===== config.mk =====
export PLATFORM = sky130hd
export DESIGN_NAME = ack_timeout_retry_link_flat
export DESIGN_NICKNAME = d
export VERILOG_FILES = /design/src/sv/atrl_pkg.sv /design/src/sv/atrl_if.sv /design/src/sv/atrl_outq.sv /design/src/sv/ack_timeout_retry_link.sv /design/src/flat_wrapper.sv
export VERILOG_INCLUDE_DIRS = /design/src /design/src/sv
export SDC_FILE = /design/constraint.sdc
export NUM_CORES = 1
export LEC_CHECK = 0
export BUFFER_PORTS_ARGS = -buffer_cell sky130_fd_sc_hd__buf_2
export CORE_MARGIN = 2
export CORE_UTILIZATION = 58
export DETAILED_ROUTE_END_ITERATION = 8
export PLACE_DENSITY = 0.86
export SETUP_SLACK_MARGIN = 0.3
export SYNTH_ARGS = -nofsm -noshare
export SYNTH_HDL_FRONTEND = slang
export SYNTH_SLANG_ARGS = --single-unit

===== constraint.sdc =====
create_clock -name i_clk -period 6.32 [get_ports i_clk]
set_input_delay 0.948 -clock i_clk [delete_from_list [all_inputs] [get_ports i_clk]]
set_output_delay 0.948 -clock i_clk [all_outputs]
set_load 0.05 [all_outputs]

===== src/sv/ack_timeout_retry_link_assert.svh =====
// ----------------------------------------------------------------------------
// ack_timeout_retry_link_assert.svh
// Assertion macros used by the link RTL.
// ----------------------------------------------------------------------------
`ifndef ACK_TIMEOUT_RETRY_LINK_ASSERT_SVH
`define ACK_TIMEOUT_RETRY_LINK_ASSERT_SVH

// Same-cycle implication, disabled while in reset.
`define ATRL_ASSERT_NOW(label, ante, cons, msg) \
    label: assert property (@(posedge i_clk) disable iff (!i_rst_n) \
        (ante) |-> (cons)) else $error(msg);

// Next-cycle implication, disabled while in reset.
`define ATRL_ASSERT_NEXT(label, ante, cons, msg) \
    label: assert property (@(posedge i_clk) disable iff (!i_rst_n) \
        (ante) |=> (cons)) else $error(msg);

`endif


===== src/sv/atrl_pkg.sv =====
// ----------------------------------------------------------------------------
// atrl_pkg
// Codes, widths, reset values and the result type of the command link.
// ----------------------------------------------------------------------------
package atrl_pkg;

    localparam int OP_W     = 3;
    localparam int MT_W     = 3;
    localparam int ID_W     = 32;
    localparam int BOX_W    = 8;
    localparam int CH_W     = 8;
    localparam int TIME_W   = 32;
    localparam int NONCE_W  = 32;
    localparam int TMO_W    = 16;
    localparam int RETRY_W  = 8;
    localparam int CFG_IDX_W = 2;
    localparam int CFG_DATA_W = 16;

    // operation codes
    localparam logic [OP_W-1:0] OP_FIRE      = 3'd0;
    localparam logic [OP_W-1:0] OP_ACK       = 3'd1;
    localparam logic [OP_W-1:0] OP_TICK      = 3'd2;
    localparam logic [OP_W-1:0] OP_ARM       = 3'd3;
    localparam logic [OP_W-1:0] OP_DISARM    = 3'd4;
    localparam logic [OP_W-1:0] OP_ESTOP     = 3'd5;
    localparam logic [OP_W-1:0] OP_HEARTBEAT = 3'd6;

    // packet message types
    localparam logic [MT_W-1:0] MT_FIRE      = 3'd0;
    localparam logic [MT_W-1:0] MT_ARM       = 3'd1;
    localparam logic [MT_W-1:0] MT_DISARM    = 3'd2;
    localparam logic [MT_W-1:0] MT_ESTOP     = 3'd3;
    localparam logic [MT_W-1:0] MT_HEARTBEAT = 3'd4;

    // configuration register indexes
    localparam logic [CFG_IDX_W-1:0] CFG_ACK_TIMEOUT = 2'd0;
    localparam logic [CFG_IDX_W-1:0] CFG_MAX_RETRIES = 2'd1;

    localparam logic [TMO_W-1:0]   TIMEOUT_RST = 16'd500;
    localparam logic [RETRY_W-1:0] RETRIES_RST = 8'd3;
    localparam logic [ID_W-1:0]    SEQ_ID_RST  = 32'd1;

    typedef struct packed {
        logic                 send_valid;
        logic [MT_W-1:0]      msg_type;
        logic [ID_W-1:0]      packet_id;
        logic [BOX_W-1:0]     dest_box;
        logic [CH_W-1:0]      target_channel;
        logic [NONCE_W-1:0]   packet_nonce;
        logic [ID_W-1:0]      assigned_id;
        logic                 pending;
        logic [ID_W-1:0]      last_failed_id;
    } t_result;

endpackage


===== src/sv/atrl_if.sv =====
// ----------------------------------------------------------------------------
// atrl_if
// Valid/ready channels of the command link: commands, results, config.
// ----------------------------------------------------------------------------
interface atrl_cmd_if;
    logic                          valid;
    logic                          ready;
    logic [atrl_pkg::OP_W-1:0]     operation;
    logic [atrl_pkg::BOX_W-1:0]    box_id;
    logic [atrl_pkg::CH_W-1:0]     channel;
    logic [atrl_pkg::TIME_W-1:0]   now_ms;
    logic [atrl_pkg::NONCE_W-1:0]  nonce;
    logic [atrl_pkg::ID_W-1:0]     response_id;

    modport source (output valid, operation, box_id, channel, now_ms, nonce,
                    response_id, input ready);
    modport sink   (input valid, operation, box_id, channel, now_ms, nonce,
                    response_id, output ready);
endinterface

interface atrl_res_if;
    logic                          valid;
    logic                          ready;
    logic                          send_valid;
    logic [atrl_pkg::MT_W-1:0]     msg_type;
    logic [atrl_pkg::ID_W-1:0]     packet_id;
    logic [atrl_pkg::BOX_W-1:0]    dest_box;
    logic [atrl_pkg::CH_W-1:0]     target_channel;
    logic [atrl_pkg::NONCE_W-1:0]  packet_nonce;
    logic [atrl_pkg::ID_W-1:0]     assigned_id;
    logic                          pending;
    logic [atrl_pkg::ID_W-1:0]     last_failed_id;

    modport source (output valid, send_valid, msg_type, packet_id, dest_box,
                    target_channel, packet_nonce, assigned_id, pending,
                    last_failed_id, input ready);
    modport sink   (input valid, send_valid, msg_type, packet_id, dest_box,
                    target_channel, packet_nonce, assigned_id, pending,
                    last_failed_id, output ready);
endinterface

interface atrl_cfg_if;
    logic                             valid;
    logic                             ready;
    logic [atrl_pkg::CFG_IDX_W-1:0]   index;
    logic [atrl_pkg::CFG_DATA_W-1:0]  data;

    modport source (output valid, index, data, input ready);
    modport sink   (input valid, index, data, output ready);
endinterface


===== src/sv/atrl_outq.sv =====
// ----------------------------------------------------------------------------
// atrl_outq
// Two-entry result queue; keeps the command side moving while the
// result receiver stalls, until both entries are full.
// ----------------------------------------------------------------------------
module atrl_outq (
    input  logic              i_clk,
    input  logic              i_rst_n,
    input  logic              i_push,
    input  atrl_pkg::t_result i_data,
    output logic              o_full,
    atrl_res_if.source        o_res
);

    atrl_pkg::t_result r_mem [2];
    logic       r_wr_ptr, n_wr_ptr;
    logic       r_rd_ptr, n_rd_ptr;
    logic [1:0] r_cnt, n_cnt;
    logic       pop;
    atrl_pkg::t_result head;

    assign pop    = o_res.valid & o_res.ready;
    assign o_full = (r_cnt == 2'd2);
    assign head   = r_mem[r_rd_ptr];

    always_comb begin
        n_wr_ptr = r_wr_ptr ^ i_push;
        n_rd_ptr = r_rd_ptr ^ pop;
        n_cnt    = r_cnt + {1'b0, i_push} - {1'b0, pop};
    end

    always_ff @(posedge i_clk) begin
        if (!i_rst_n) begin
            r_wr_ptr <= 1'b0;
            r_rd_ptr <= 1'b0;
            r_cnt    <= 2'd0;
        end else begin
            r_wr_ptr <= n_wr_ptr;
            r_rd_ptr <= n_rd_ptr;
            r_cnt    <= n_cnt;
        end
    end

    always_ff @(posedge i_clk) begin
        if (i_push) begin
            r_mem[r_wr_ptr] <= i_data;
        end
    end

    assign o_res.valid          = (r_cnt != 2'd0);
    assign o_res.send_valid     = head.send_valid;
    assign o_res.msg_type       = head.msg_type;
    assign o_res.packet_id      = head.packet_id;
    assign o_res.dest_box       = head.dest_box;
    assign o_res.target_channel = head.target_channel;
    assign o_res.packet_nonce   = head.packet_nonce;
    assign o_res.assigned_id    = head.assigned_id;
    assign o_res.pending        = head.pending;
    assign o_res.last_failed_id = head.last_failed_id;

endmodule


===== src/sv/ack_timeout_retry_link.sv =====
// ----------------------------------------------------------------------------
// ack_timeout_retry_link
// Stop-and-wait command sender with ack timeout and a bounded retry count.
// ----------------------------------------------------------------------------
// Usage:
//   i_cmd  : one operation per transfer (fire, ack, tick, arm, disarm,
//            estop, heartbeat). Every transfer yields exactly one result.
//   o_res  : packet fields plus status (pending flag, last failed id).
//            send_valid low means no packet this time, status only.
//   i_cfg  : register writes (0 ack timeout in ms, 1 max retries), always
//            ready; write only while no command is in flight.
// Timing:
//   A result is visible on o_res the cycle after its command transfer when
//   no earlier result waits in the queue. One command per cycle is sustained
//   while the result queue is not full; the whole update (id increment, one
//   32-bit elapsed-time subtract and compare) sits between the command
//   transfer and the result queue.
// Reset (synchronous, active low): sequence id 1, nothing pending, failed id 0,
//   timeout 500 ms, 3 retries, result queue empty. Stall: a two-entry result
//   queue absorbs one extra command while o_res is held; i_cmd.ready drops only when both entries are full.
// ----------------------------------------------------------------------------
`include "ack_timeout_retry_link_assert.svh"

module ack_timeout_retry_link (
    input  logic       i_clk,
    input  logic       i_rst_n,
    atrl_cmd_if.sink   i_cmd,
    atrl_cfg_if.sink   i_cfg,
    atrl_res_if.source o_res
);

    logic [atrl_pkg::TMO_W-1:0]   r_timeout;
    logic [atrl_pkg::RETRY_W-1:0] r_max_retries;

    logic [atrl_pkg::ID_W-1:0]    r_next_id,   n_next_id;
    logic [atrl_pkg::ID_W-1:0]    r_pend_id,   n_pend_id;
    logic [atrl_pkg::BOX_W-1:0]   r_pend_box,  n_pend_box;
    logic [atrl_pkg::CH_W-1:0]    r_pend_ch,   n_pend_ch;
    logic [atrl_pkg::TIME_W-1:0]  r_last_time, n_last_time;
    logic [atrl_pkg::RETRY_W-1:0] r_retry_cnt, n_retry_cnt;
    logic [atrl_pkg::ID_W-1:0]    r_failed_id, n_failed_id;

    logic                          in_acc;
    logic                          q_full;
    logic                          pend_live;
    logic                          expired;
    logic                          takes_id;
    logic [atrl_pkg::TIME_W-1:0]   elapsed;
    atrl_pkg::t_result             res;

    assign in_acc      = i_cmd.valid & i_cmd.ready;
    assign i_cmd.ready = ~q_full;
    assign i_cfg.ready = 1'b1;

    assign pend_live = (r_pend_id != '0);
    assign elapsed   = i_cmd.now_ms - r_last_time;
    assign expired   = (elapsed >= {{(atrl_pkg::TIME_W-atrl_pkg::TMO_W){1'b0}}, r_timeout});
    assign takes_id  = (i_cmd.operation == atrl_pkg::OP_FIRE)
                    || (i_cmd.operation == atrl_pkg::OP_ARM)
                    || (i_cmd.operation == atrl_pkg::OP_DISARM)
                    || (i_cmd.operation == atrl_pkg::OP_ESTOP)
                    || (i_cmd.operation == atrl_pkg::OP_HEARTBEAT);

    always_comb begin
        n_next_id   = r_next_id;
        n_pend_id   = r_pend_id;
        n_pend_box  = r_pend_box;
        n_pend_ch   = r_pend_ch;
        n_last_time = r_last_time;
        n_retry_cnt = r_retry_cnt;
        n_failed_id = r_failed_id;
        res         = '0;

        unique case (i_cmd.operation)
            atrl_pkg::OP_FIRE: begin
                n_next_id          = r_next_id + 1'b1;
                n_pend_id          = r_next_id;
                n_pend_box         = i_cmd.box_id;
                n_pend_ch          = i_cmd.channel;
                n_last_time        = i_cmd.now_ms;
                n_retry_cnt        = '0;
                res.send_valid     = 1'b1;
                res.msg_type       = atrl_pkg::MT_FIRE;
                res.packet_id      = r_next_id;
                res.dest_box       = i_cmd.box_id;
                res.target_channel = i_cmd.channel;
                res.assigned_id    = r_next_id;
            end
            atrl_pkg::OP_ACK: begin
                if (pend_live && (i_cmd.response_id == r_pend_id)) begin
                    n_pend_id = '0;
                end
            end
            atrl_pkg::OP_TICK: begin
                if (pend_live && expired) begin
                    if (r_retry_cnt < r_max_retries) begin
                        n_retry_cnt        = r_retry_cnt + 1'b1;
                        n_last_time        = i_cmd.now_ms;
                        res.send_valid     = 1'b1;
                        res.msg_type       = atrl_pkg::MT_FIRE;
                        res.packet_id      = r_pend_id;
                        res.dest_box       = r_pend_box;
                        res.target_channel = r_pend_ch;
                    end else begin
                        n_failed_id = r_pend_id;
                        n_pend_id   = '0;
                    end
                end
            end
            atrl_pkg::OP_ARM: begin
                n_next_id        = r_next_id + 1'b1;
                res.send_valid   = 1'b1;
                res.msg_type     = atrl_pkg::MT_ARM;
                res.packet_id    = r_next_id;
                res.packet_nonce = i_cmd.nonce;
            end
            atrl_pkg::OP_DISARM: begin
                n_next_id      = r_next_id + 1'b1;
                res.send_valid = 1'b1;
                res.msg_type   = atrl_pkg::MT_DISARM;
                res.packet_id  = r_next_id;
            end
            atrl_pkg::OP_ESTOP: begin
                n_next_id      = r_next_id + 1'b1;
                res.send_valid = 1'b1;
                res.msg_type   = atrl_pkg::MT_ESTOP;
                res.packet_id  = r_next_id;
            end
            atrl_pkg::OP_HEARTBEAT: begin
                n_next_id      = r_next_id + 1'b1;
                res.send_valid = 1'b1;
                res.msg_type   = atrl_pkg::MT_HEARTBEAT;
                res.packet_id  = r_next_id;
            end
            default: begin
                // unused code: status only
            end
        endcase

        // a fire that draws id zero is sent but not tracked (zero means none)
        res.pending        = (n_pend_id != '0);
        res.last_failed_id = n_failed_id;
    end

    always_ff @(posedge i_clk) begin
        if (!i_rst_n) begin
            r_next_id   <= atrl_pkg::SEQ_ID_RST;
            r_pend_id   <= '0;
            r_pend_box  <= '0;
            r_pend_ch   <= '0;
            r_last_time <= '0;
            r_retry_cnt <= '0;
            r_failed_id <= '0;
        end else if (in_acc) begin
            r_next_id   <= n_next_id;
            r_pend_id   <= n_pend_id;
            r_pend_box  <= n_pend_box;
            r_pend_ch   <= n_pend_ch;
            r_last_time <= n_last_time;
            r_retry_cnt <= n_retry_cnt;
            r_failed_id <= n_failed_id;
        end
    end

    always_ff @(posedge i_clk) begin
        if (!i_rst_n) begin
            r_timeout     <= atrl_pkg::TIMEOUT_RST;
            r_max_retries <= atrl_pkg::RETRIES_RST;
        end else if (i_cfg.valid && i_cfg.ready) begin
            if (i_cfg.index == atrl_pkg::CFG_ACK_TIMEOUT) begin
                r_timeout <= i_cfg.data;
            end
            if (i_cfg.index == atrl_pkg::CFG_MAX_RETRIES) begin
                r_max_retries <= i_cfg.data[atrl_pkg::RETRY_W-1:0];
            end
        end
    end

    atrl_outq u_outq (
        .i_clk   (i_clk),
        .i_rst_n (i_rst_n),
        .i_push  (in_acc),
        .i_data  (res),
        .o_full  (q_full),
        .o_res   (o_res)
    );

    `ATRL_ASSERT_NEXT(a_id_advance, in_acc && takes_id,
        r_next_id == $past(r_next_id) + 1'b1, "sequence id did not advance")
    `ATRL_ASSERT_NEXT(a_id_hold, in_acc && !takes_id,
        $stable(r_next_id), "sequence id moved without a new packet")
    `ATRL_ASSERT_NEXT(a_ack_clears,
        in_acc && (i_cmd.operation == atrl_pkg::OP_ACK) && pend_live
            && (i_cmd.response_id == r_pend_id),
        r_pend_id == '0, "matching ack left command pending")
    `ATRL_ASSERT_NOW(a_fail_no_packet,
        in_acc && (n_failed_id != r_failed_id),
        !res.send_valid && (n_pend_id == '0), "give-up emitted a packet")

endmodule

===== src/flat_wrapper.sv =====
// flat-port wrapper written by rule: the top's interface ports become plain ports
module ack_timeout_retry_link_flat 
  (i_clk, i_rst_n, i_cmd_valid, i_cmd_operation, i_cmd_box_id, i_cmd_channel, i_cmd_now_ms, i_cmd_nonce, i_cmd_response_id, i_cmd_ready, i_cfg_valid, i_cfg_index, i_cfg_data, i_cfg_ready, o_res_valid, o_res_send_valid, o_res_msg_type, o_res_packet_id, o_res_dest_box, o_res_target_channel, o_res_packet_nonce, o_res_assigned_id, o_res_pending, o_res_last_failed_id, o_res_ready);
  atrl_cmd_if i_cmd_i ();
  atrl_cfg_if i_cfg_i ();
  atrl_res_if o_res_i ();
  input  logic i_clk;
  input  logic i_rst_n;
  input wire logic [$bits(i_cmd_i.valid)-1:0] i_cmd_valid;
  input wire logic [$bits(i_cmd_i.operation)-1:0] i_cmd_operation;
  input wire logic [$bits(i_cmd_i.box_id)-1:0] i_cmd_box_id;
  input wire logic [$bits(i_cmd_i.channel)-1:0] i_cmd_channel;
  input wire logic [$bits(i_cmd_i.now_ms)-1:0] i_cmd_now_ms;
  input wire logic [$bits(i_cmd_i.nonce)-1:0] i_cmd_nonce;
  input wire logic [$bits(i_cmd_i.response_id)-1:0] i_cmd_response_id;
  output wire logic [$bits(i_cmd_i.ready)-1:0] i_cmd_ready;
  input wire logic [$bits(i_cfg_i.valid)-1:0] i_cfg_valid;
  input wire logic [$bits(i_cfg_i.index)-1:0] i_cfg_index;
  input wire logic [$bits(i_cfg_i.data)-1:0] i_cfg_data;
  output wire logic [$bits(i_cfg_i.ready)-1:0] i_cfg_ready;
  output wire logic [$bits(o_res_i.valid)-1:0] o_res_valid;
  output wire logic [$bits(o_res_i.send_valid)-1:0] o_res_send_valid;
  output wire logic [$bits(o_res_i.msg_type)-1:0] o_res_msg_type;
  output wire logic [$bits(o_res_i.packet_id)-1:0] o_res_packet_id;
  output wire logic [$bits(o_res_i.dest_box)-1:0] o_res_dest_box;
  output wire logic [$bits(o_res_i.target_channel)-1:0] o_res_target_channel;
  output wire logic [$bits(o_res_i.packet_nonce)-1:0] o_res_packet_nonce;
  output wire logic [$bits(o_res_i.assigned_id)-1:0] o_res_assigned_id;
  output wire logic [$bits(o_res_i.pending)-1:0] o_res_pending;
  output wire logic [$bits(o_res_i.last_failed_id)-1:0] o_res_last_failed_id;
  input wire logic [$bits(o_res_i.ready)-1:0] o_res_ready;
  assign i_cmd_i.valid = i_cmd_valid;
  assign i_cmd_i.operation = i_cmd_operation;
  assign i_cmd_i.box_id = i_cmd_box_id;
  assign i_cmd_i.channel = i_cmd_channel;
  assign i_cmd_i.now_ms = i_cmd_now_ms;
  assign i_cmd_i.nonce = i_cmd_nonce;
  assign i_cmd_i.response_id = i_cmd_response_id;
  assign i_cmd_ready = i_cmd_i.ready;
  assign i_cfg_i.valid = i_cfg_valid;
  assign i_cfg_i.index = i_cfg_index;
  assign i_cfg_i.data = i_cfg_data;
  assign i_cfg_ready = i_cfg_i.ready;
  assign o_res_valid = o_res_i.valid;
  assign o_res_send_valid = o_res_i.send_valid;
  assign o_res_msg_type = o_res_i.msg_type;
  assign o_res_packet_id = o_res_i.packet_id;
  assign o_res_dest_box = o_res_i.dest_box;
  assign o_res_target_channel = o_res_i.target_channel;
  assign o_res_packet_nonce = o_res_i.packet_nonce;
  assign o_res_assigned_id = o_res_i.assigned_id;
  assign o_res_pending = o_res_i.pending;
  assign o_res_last_failed_id = o_res_i.last_failed_id;
  assign o_res_i.ready = o_res_ready;
  ack_timeout_retry_link u_core (.i_clk(i_clk), .i_rst_n(i_rst_n), .i_cmd(i_cmd_i), .i_cfg(i_cfg_i), .o_res(o_res_i));
endmodule

-- Word-level counts from Yosys, hierarchy flattened
Memories as Yosys holds them, arrays and structs flattened. A register that Yosys moved wholly into a read port is not among the register bits.
Cells that the tools add are included.
- logic and storage cells: 72
- output and inout bits: 152
- memories kept: 1
- bits in registers: 180
- RAM bits: 298
- bits in latches: 0
- input bits: 138
- bits in read-only memories: 0
- memories (name ; words ; bits a word ; rd ports ; clocked after memory_dff ; write ports ; line ; text):
    u_core.u_outq.r_mem ; 2 ; 149 ; 1 ; 1 ; 1 ; atrl_outq.sv:15 ; atrl_pkg::t_result r_mem [2];
- bitwise operators: 5
- multiply operators: 0
- add/sub/neg operators: 5
- muxes and demuxes: 22
- shifts and indexed selects: 0
- eq/ne operators: 11
- $lt $le $gt $ge: 2
- reductions and logical operators: 14
- divide/modulo/power cells: 0
- operators with widths (operator ; number):
    $mux 32 ; 10
    $pmux 36 s6 ; 1
    $mux 52 ; 2
    $pmux 32 s3 ; 1
    $pmux 32 s2 ; 1
    $reduce_bool 32->1 ; 2
    $add 32x1->32 const B ; 1
    $eq 32x32->1 ; 1
    $ge 32x16->1 ; 1
    $pmux 16 s2 ; 1
    $sub 32x32->32 ; 1
    $mux 8 ; 2
    $pmux 8 s2 ; 1
    $eq 3x3->1 const B ; 3
    $add 8x1->8 const B ; 1
    $lt 8x8->1 ; 1
    $reduce_and 2->1 ; 4
    $eq 3x2->1 const B ; 2
    $reduce_or 5->1 ; 1
    $ne 2x1->1 const B ; 2
    $reduce_and 4->1 ; 1
    $reduce_bool 2->1 ; 2
    $eq 3x1->1 const B ; 1
    $logic_not 3->1 ; 1
    other kinds (10) ; 15

-- Logic depth before layout (Yosys ltp)
Gate-level depths: netlist of run 1.
- depth after elaboration: 6
- mapped depth: 23
- depth with buffers taken out: 21

-- Modules after synthesis
From an unflattened synthesis of run 1, not the netlist that was laid out.
- cells, all modules: 1943
- area, all modules: 23139.7 µm²
- by module, submodules not included (module ; times used ; sequential area each (µm²) ; area an instance (µm²) ; cells an instance):
    ack_timeout_retry_link ; 1 ; 3523.4 ; 11708.7 ; 1456
    atrl_outq ; 1 ; 9048.7 ; 11431.0 ; 487

-- Least setup slack after synthesis of run 1
No wires, ideal clock.
- kind: in2reg
- start: in i_cmd_now_ms[3]
- end: mem u_core.u_outq.r_mem[0][0] in the netlist's numbering (data pin)
- library setup time: 0.262 ns
- stages: 22
- buffers on the path: 2
- slack: 1.033 ns
- data required time: 6.058 ns
- arrival time: 5.024 ns
- cell sequence: ha_1 -> and2_1 -> a221oi_2 -> a21oi_1 -> o21ai_0 -> nand2b_1 -> a21oi_1 -> o21bai_1 -> xor2_1 -> ha_1 -> nand4_1 -> or3_1 -> o32a_1 -> a31oi_1 -> nor4_1 -> nand4b_1 -> nor4b_1 -> and4_1 -> or3_1 -> clkbuf_2 -> buf_2 -> mux2_2
- longest elaborated chain between the ends: 5
- ends and longest elaborated chain (item ; line ; text):
    from (decl) ; flat_wrapper.sv:13 ; input wire logic [$bits(i_cmd_i.now_ms)-1:0] i_cmd_now_ms;
    $sub 32x32->32 ; ack_timeout_retry_link.sv:56 ; assign elapsed = i_cmd.now_ms - r_last_time;
    $ge 32x16->1 ; ack_timeout_retry_link.sv:57 ; assign expired = (elapsed >= {{(atrl_pkg::TIME_W-atrl_pkg::TMO_W){1'b0}}, r_timeout});
    $logic_and 1x1->1 ; ack_timeout_retry_link.sv:95 ; if (pend_live && expired) begin
    $mux 32 ; ack_timeout_retry_link.sv:95 ;
    $mux 32 ; ack_timeout_retry_link.sv:74 ; unique case (i_cmd.operation)
    net u_core.n_failed_id, one bit ; ack_timeout_retry_link.sv:41 ; logic [atrl_pkg::ID_W-1:0] r_failed_id, n_failed_id;
    to (decl) ; atrl_outq.sv:15 ;
The timed path passes the listed nets, and every way through them passes these cells.

-- Worst setup path in the final report of run 1
- start: in i_cmd_now_ms[3]
- end: reg u_core.r_failed_id[16] in the netlist's numbering
- longest elaborated chain between the ends: 5
- ends and longest elaborated chain (item ; line ; text):
    $sub 32x32->32 ; ack_timeout_retry_link.sv:56 ;
    $ge 32x16->1 ; ack_timeout_retry_link.sv:57 ;
    $logic_and 1x1->1 ; ack_timeout_retry_link.sv:95 ;
    $mux 32 ; ack_timeout_retry_link.sv:95 ;
    $mux 32 ; ack_timeout_retry_link.sv:74 ;
    to (signal assigned) ; ack_timeout_retry_link.sv:161 ; r_failed_id <= n_failed_id;
    to (decl) ; ack_timeout_retry_link.sv:41 ;
Every way passes these cells.
A chain may end at the register's enable or synchronous reset.

==> results.json, run 1 <==
{
  "initial_core_util": 0.585,
  "yosysSeqAreaShare": 0.559,
  "slew-limit-headroom": 0.207,
  "fin_skew_ns": 0.0184,
  "required_ns": 6.76,
  "place_congestion": 0.925,
  "regArea_mm2": 0.0126,
  "cts_tree": "done",
  "first_pass_iters": 5,
  "syn_inst": 1902,
  "max_cap_viol_count": 0,
  "clock-sinks": 479,
  "hold_class": "reg2reg",
  "synth.distinct_cells": 74,
  "p_leak_nw": 10.2,
  "fillers": 2773,
  "min_period_ns": 5.32,
  "drt_wl_total_um": 54800,
  "ys.flop_type": "edfxtp_1",
  "cts_buffers": 48,
  "synth_enable_flop_cells": 298,
  "post_cts_resized": 0,
  "cellPowerDensity_mw_per_mm2": 361,
  "dieArea_mm2": 0.0404,
  "timing.fmax_mhz": 188,
  "vdd_drop_max_mv": 0.202,
  "insertion_delay_ns": 0.58,
  "cts_htree_levels": 2,
  "setup_tns_ns": 0,
  "drt_iter0_markers": 1262,
  "vias": 15900,
  "rsz0062_at_grt": "no",
  "ff2ff_setup_slack_ns": 1.13,
  "grt_pass1_wl_um": 85800,
  "clk_pin_slew_ns": 0.06,
  "synth_async_sr_flop_share": 0,
  "maxSlewViolCount": 0,
  "multi_input_area_mm2": 0.00921,
  "avgSynthCellArea_um2": 11.8,
  "holdWs_ns": 0.457,
  "cts_setup_buffers": 0,
  "clockBufferDepth": 3,
  "drcViolationCount": 0,
  "critPathLaunchType": "input port",
  "worst-path-max-fanout": 32,
  "overflow": 0,
  "cp-end-kind": "register",
  "design.portCount": 290,
  "hold_viol_final": 0,
  "cts-root-buf": "clkbuf_16",
  "grtUsageTotal": 0.269,
  "post-route-period-util": 0.842,
  "worstMarginPinSlew_ns": 1.19,
  "antenna_found_initial": 4,
  "dp_hpwl_um": 37300,
  "detail-route-antenna-nets": 0,
  "syn-cell-area_mm2": 0.0225,
  "wire_per_inst_um": 20.3,
  "syn-num-nets": 2101,
  "grt_max_degree": 124,
  "viasPerCell": 5.89,
  "die_h_um": 201,
  "outcome": "complete, no violations",
  "setup_viol": 0,
  "drive_above_1_share": 0.267,
  "ys_warn_count": 0,
  "cts-hold-fix-buffers": 0,
  "cp.arrival_ns": 5.76,
  "nets": 2337,
  "port_buffers": 288,
  "syn2layout_area_growth_pct": 15.3,
  "rows": 72,
  "coreArea_mm2": 0.0385,
  "grt_pass1_vias": 15800,
  "synth-seq-cells": 479,
  "die_x_um": 201,
  "critPathKind": "in2reg"
}
## final timing paths
check                                           start                                   to  cells after the start
setup reg to reg   u_core.r_last_time[4]$_SDFFE_PN0P_  u_core.r_failed_id[16]$_SDFFE_PN0P_                     22
hold reg to reg   u_core.r_last_time[18]$_SDFFE_PN0P_  u_core.r_last_time[18]$_SDFFE_PN0P_                      2
hold / removal    u_core.r_last_time[18]$_SDFFE_PN0P_  u_core.r_last_time[18]$_SDFFE_PN0P_                      2
setup / recovery                      i_cmd_now_ms[3]  u_core.r_failed_id[16]$_SDFFE_PN0P_                     22
## metal layers
| layer | up-vias | global-route usage | part of all wire |
|---|---|---|---|
| li1 | 7390 | - | - |
| met1 | 7771 | 0.340 | 0.41 |
| met2 | 593 | 0.455 | 0.49 |
| met3 | 127 | 0.0471 | 0.065 |
| met4 | 0 | 0.117 | 0.041 |
| met5 | - | 0 | 0 |
## cells by family (layout without fill, tap and decap cells)
family	after synthesis	in the layout	share of synthesized area
AOI/OAI and AO/OA	282	282	0.0923
xor gates and xnor gates	81	81	0.0315
buffers and inverters	193	468	0.0341
adders and majority gates	61	61	0.0343
DFF	479	479	0.559
other	1	4	0.000167
and+or+nand+nor	546	546	0.123
muxes	259	259	0.125
## cell usage after synthesis (all sizes together) (5+ instances only)
cell type | instances | share of area
a21boi | 33 | 0.011
a21o | 16 | 0.0053
a21oi | 46 | 0.010
a22o | 80 | 0.031
a31oi | 10 | 0.0028
and2 | 98 | 0.027
and3 | 12 | 0.0033
and4 | 11 | 0.0043
buf | 24 | 0.0058
clkbuf | 91 | 0.015
dfxtp | 181 | 0.16
edfxtp | 298 | 0.40
ha | 60 | 0.033
inv | 78 | 0.013
mux2 | 182 | 0.091
mux2i | 77 | 0.034
nand2 | 243 | 0.041
nand2b | 9 | 0.0025
nand3 | 26 | 0.0058
nand4 | 19 | 0.0053
nor2 | 30 | 0.0051
nor2b | 17 | 0.0047
nor3 | 10 | 0.0022
nor4 | 29 | 0.0087
o2111ai | 5 | 0.0019
o211ai | 15 | 0.0050
o21a | 8 | 0.0027
o21ai | 29 | 0.0065
o31ai | 7 | 0.0023
or2 | 6 | 0.0017
or3 | 16 | 0.0044
or4 | 5 | 0.0017
xnor2 | 49 | 0.019
xor2 | 32 | 0.012
## final cells by class
cell class	count	share of cell area
clock inverters	29	0.0130
diodes	3	0.000289
flip-flops and latches	479	0.485
multi-input cells	1230	0.355
inverters	78	0.0113
clock buffers	60	0.0492
repair buffers	301	0.0615
well taps	518	0.0250
## metrics by stage
stage | utilization | std cells | power, mW | cell area [um2] | setup WS [ns]
after CTS | 0.674 | 2695 | 9.41 | 25900 | 1.05
after floorplan | - | 1902 | 5.91 | 22500 | 1.03
after detailed placement | 0.632 | 2606 | 6.51 | 24300 | 0.471
final | 0.674 | 2698 | 9.35 | 25900 | 0.998
after global routing | 0.674 | 2698 | 9.68 | 25900 | 0.573
after global placement | 0.632 | 2606 | 6.47 | 24300 | 0.525
## power breakdown
group          internal (mW)  switching [mW]  total (mW)
clock network           1.72            1.18        2.90
registers               3.67           0.126        3.80
logic                  0.748            1.91        2.66
## critical path, cell delays in order
cell and delay [ns]:
buf_2 0.11, ha_1 0.34, and2_1 0.21, a221oi_2 0.36
a21oi_1 0.15, o21ai_0 0.18, nand2b_1 0.10, a21oi_1 0.15
o21bai_1 0.09, xor2_1 0.15, ha_1 0.31, nand4_1 0.11
or3_1 0.38, o32a_1 0.34, a31oi_1 0.26, nor4_1 0.10
nand4b_1 0.10, nor4b_1 0.05, and4_1 0.22, or4_2 0.54
buf_4 0.32, mux2i_1 0.20
## layout by cell type, fill, tap and decap left out, drive strengths merged, types with 4 or more instances in the layout
| cell type | instances |
|---|---|
| a31oi | 10 |
| a21boi | 33 |
| or4 | 5 |
| nand2 | 243 |
| o21a | 8 |
| and2 | 98 |
| nor2 | 30 |
| clkinv | 17 |
| nand4 | 19 |
| or3 | 16 |
| inv | 79 |
| nand3 | 26 |
| a21oi | 46 |
| bufinv | 7 |
| o31ai | 7 |
| and4 | 11 |
| clkinvlp | 4 |
| nor4 | 29 |
| and3 | 12 |
| buf | 301 |
| edfxtp | 298 |
| a22o | 80 |
| ha | 60 |
| o21ai | 29 |
| dfxtp | 181 |
| mux2 | 182 |
| a211oi | 4 |
| nand2b | 9 |
| o211ai | 15 |
| o2111ai | 5 |
| xnor2 | 49 |
| nor3 | 10 |
| mux2i | 77 |
| a21o | 16 |
| xor2 | 32 |
| or2 | 6 |
| clkbuf | 60 |
| nor2b | 17 |
## flip-flops by register name, indices dropped and copies added (netlist names), named ones only
signal / count
u_core.r_failed_id: 32
u_core.r_last_time: 32
u_core.r_max_retries: 8
u_core.r_next_id: 32
u_core.r_pend_box: 8
u_core.r_pend_ch: 8
u_core.r_pend_id: 32
u_core.r_retry_cnt: 8
u_core.r_timeout: 16
u_core.u_outq.r_cnt: 2
u_core.u_outq.r_mem: 298
u_core.u_outq.r_rd_ptr: 1
u_core.u_outq.r_wr_ptr: 1
(Power assumes the default switching activity.)
==> inputs of run 2 (changes only) <==
==> constraint.sdc (replaced) <==
create_clock -name i_clk -period 4.95 [get_ports i_clk]
set_input_delay 0.7425 -clock i_clk [delete_from_list [all_inputs] [get_ports i_clk]]
set_output_delay 0.7425 -clock i_clk [all_outputs]
set_load 0.05 [all_outputs]
==> run 2 against run 1 <==
- critical path depth unchanged
- cell count up 2.6%
- via count up 2.9%
- critical endpoint is now u_core.u_outq.r_mem[0][16]$_DFFE_PP_
==> results.json, run 2 (same netlist as run 1, synthesis figures left out) <==
{
  "critPathKind": "reg2reg",
  "seqPwrFrac": 0.402,
  "layout_common_cells": "edfxtp_1, buf_2, nand2_1",
  "worstMarginPinSlew_ns": 1.33,
  "drive_above_1_share": 0.304,
  "place_congestion": 0.972,
  "cp_cell_sequence": "inv_2 > ha_4 > and2_4 > a221oi_4 > buf_4 > buf_4 > a211oi_1 > buf_4 > nor2_1 > xnor2_1 > ha_1 > nand4_1 > or3_1 > o32a_1 > a31oi_4 > nor4_2 > nand4b_1 > nor4b_1 > and4_2 > or3_4 > buf_12 > mux2_2",
  "required_ns": 5.27,
  "setup_viol": 0,
  "largest_reg_flops": 298,
  "overflow": 0,
  "r2r_start": "u_core.r_last_time[4]$_SDFFE_PN0P_",
  "cts-root-buf": "clkbuf_16",
  "critPathLaunchType": "register",
  "grtUsageTotal": 0.269,
  "rows": 72,
  "die_x_um": 201,
  "utilization": 0.699,
  "antenna_found_initial": 4,
  "slew-limit-headroom": 0.111,
  "power_frac_comb": 0.294,
  "cts_tree": "done",
  "dieArea_mm2": 0.0404,
  "hold_viol_final": 0,
  "coreArea_mm2": 0.0385,
  "detail-route-antenna-nets": 0,
  "cts_buffers": 47,
  "fin_skew_ns": 0.0273,
  "port_buffers": 288,
  "clockBufferDepth": 3,
  "grt_pass1_vias": 16000,
  "drt_wl_total_um": 57800,
  "wire_per_inst_um": 20.9,
  "p_sw_mw": 4.15,
  "cp_num_buf_inv": 5,
  "critPathMaxStageDelay_ns": 0.39,
  "grt_max_degree": 120,
  "nets": 2409,
  "max_cap_viol_count": 0,
  "crit_top_cell": "buf_4",
  "grt_pass1_wl_um": 86000,
  "timing.fmax_mhz": 216,
  "critPathSlowestCell": "or3_4",
  "place_ws_ns": -0.282,
  "drcViolationCount": 0,
  "outcome": "complete, no violations",
  "cpLargestDelayFamily": "simple AND/OR/NAND/NOR gates",
  "crit_path_start": "u_core.r_last_time[4]$_SDFFE_PN0P_",
  "dp_hpwl_um": 37700,
  "cp-end-kind": "register",
  "top_register": "u_core.u_outq.r_mem",
  "hold_class": "in2reg",
  "clk_pin_slew_ns": 0.06,
  "holdWs_ns": 0.393,
  "worst-path-max-fanout": 16,
  "drt_iter0_markers": 1250,
  "worstHoldStart": "i_cfg_data[8]",
  "insertion_delay_ns": 0.59,
  "maxSlewViolCount": 0,
  "min_period_ns": 4.63,
  "final_common_cell": "edfxtp_1",
  "cts_htree_levels": 2,
  "syn2layout_area_growth_pct": 19.5,
  "vias": 16300,
  "cp.arrival_ns": 4.95,
  "clkPwrFrac": 0.304,
  "first_pass_iters": 6,
  "viasPerCell": 5.90,
  "cellPowerDensity_mw_per_mm2": 446,
  "p_leak_nw": 10.6,
  "vdd_drop_max_mv": 0.263,
  "p_sw_frac": 0.346,
  "design.portCount": 290,
  "rsz0062_at_grt": "yes",
  "die_h_um": 201,
  "initial_core_util": 0.585,
  "setup_slack_ns": 0.320,
  "p_int_mw": 7.84,
  "clock-sinks": 479,
  "post-route-period-util": 0.935
}
run 2: changes by cell type in the layout (fill, tap and decap cells not counted), moves of 4 or more:
| cell | before | now |
|---|---|---|
| buf_12 | 4 | 9 |
| buf_4 | 9 | 66 |
| clkbuf_16 | 48 | 56 |
| ha_1 | 58 | 54 |
| a21oi_1 | 45 | 38 |
| a21oi_2 | 1 | 8 |
run 2: worst paths after layout:
kind | cells after the start | slack [ns] | endpoint
worst max-delay path | 22 | 0.32 | u_core.u_outq.r_mem[0][16]$_DFFE_PP_
worst min-delay path | 3 | 0.39 | u_core.r_timeout[8]$_SDFFE_PN1P_
worst max register to register | 22 | 0.32 | u_core.u_outq.r_mem[0][16]$_DFFE_PP_
worst min register to register | 2 | 0.45 | u_core.r_last_time[29]$_SDFFE_PN0P_
run 2: metal layers:
layer	wire (um)	up-vias	track usage
met1	22800	7971	0.335
li1	-	7535	-
met3	4050	144	0.0429
met2	28500	683	0.465
met4	2390	2	0.117
met5	12	-	0
run 2: final cells by class:
cell class | instances | area [um2]
repair buffers | 374 | 2380
fillers | 2648 | 11600
well taps | 518 | 648
inverters | 78 | 293
diodes | 3 | 7.51
multi-input cells | 1230 | 9380
clock buffers | 62 | 1310
flip-flops and latches | 479 | 12600
clock inverters | 25 | 284
run 2: stage by stage:
stage               total power, mW  setup TNS, ns  cell area (um2)  cells
finish                         12.0              0            26900   2769
global route                   12.4              0            26900   2769
CTS                            12.0              0            26500   2748
detailed placement             8.38         -63.10            24800   2659
global placement               8.32         -32.69            24800   2659
floorplan                      7.55         -67.05            22600   1902
run 2: repair_timing:
item,in CTS,in global routing
pin swaps,4,15
hold endpoints to repair,0,0
hold buffers,0,0
setup endpoints to repair,188,260
gates resized for setup,7,30
buffers inserted,1,8
cloned,1,10
run 2: power groups by stage:
stage / Clock [mW] / Sequential, mW / Combinational [mW]
3_5_place_dp: 0 / 4.90 / 3.48
5_1_grt: 3.83 / 4.85 / 3.70
3_3_place_gp: 0 / 4.87 / 3.45
6_report: 3.64 / 4.82 / 3.53
2_1_floorplan: 0 / 4.89 / 2.66
4_1_cts: 3.69 / 4.82 / 3.50
run 2: worst reg2reg max path, cell delays in order, from the launching register on:
cell      delay, ns
dfxtp_2        0.33
inv_2          0.04
ha_4           0.23
and2_4         0.15
a221oi_4       0.26
buf_4          0.16
buf_4          0.12
a211oi_1       0.06
buf_4          0.14
nor2_1         0.15
xnor2_1        0.09
ha_1           0.31
nand4_1        0.12
or3_1          0.32
o32a_1         0.37
a31oi_4        0.22
nor4_2         0.06
nand4b_1       0.09
nor4b_1        0.05
and4_2         0.20
or3_4          0.39
buf_12         0.18
mux2_2         0.30
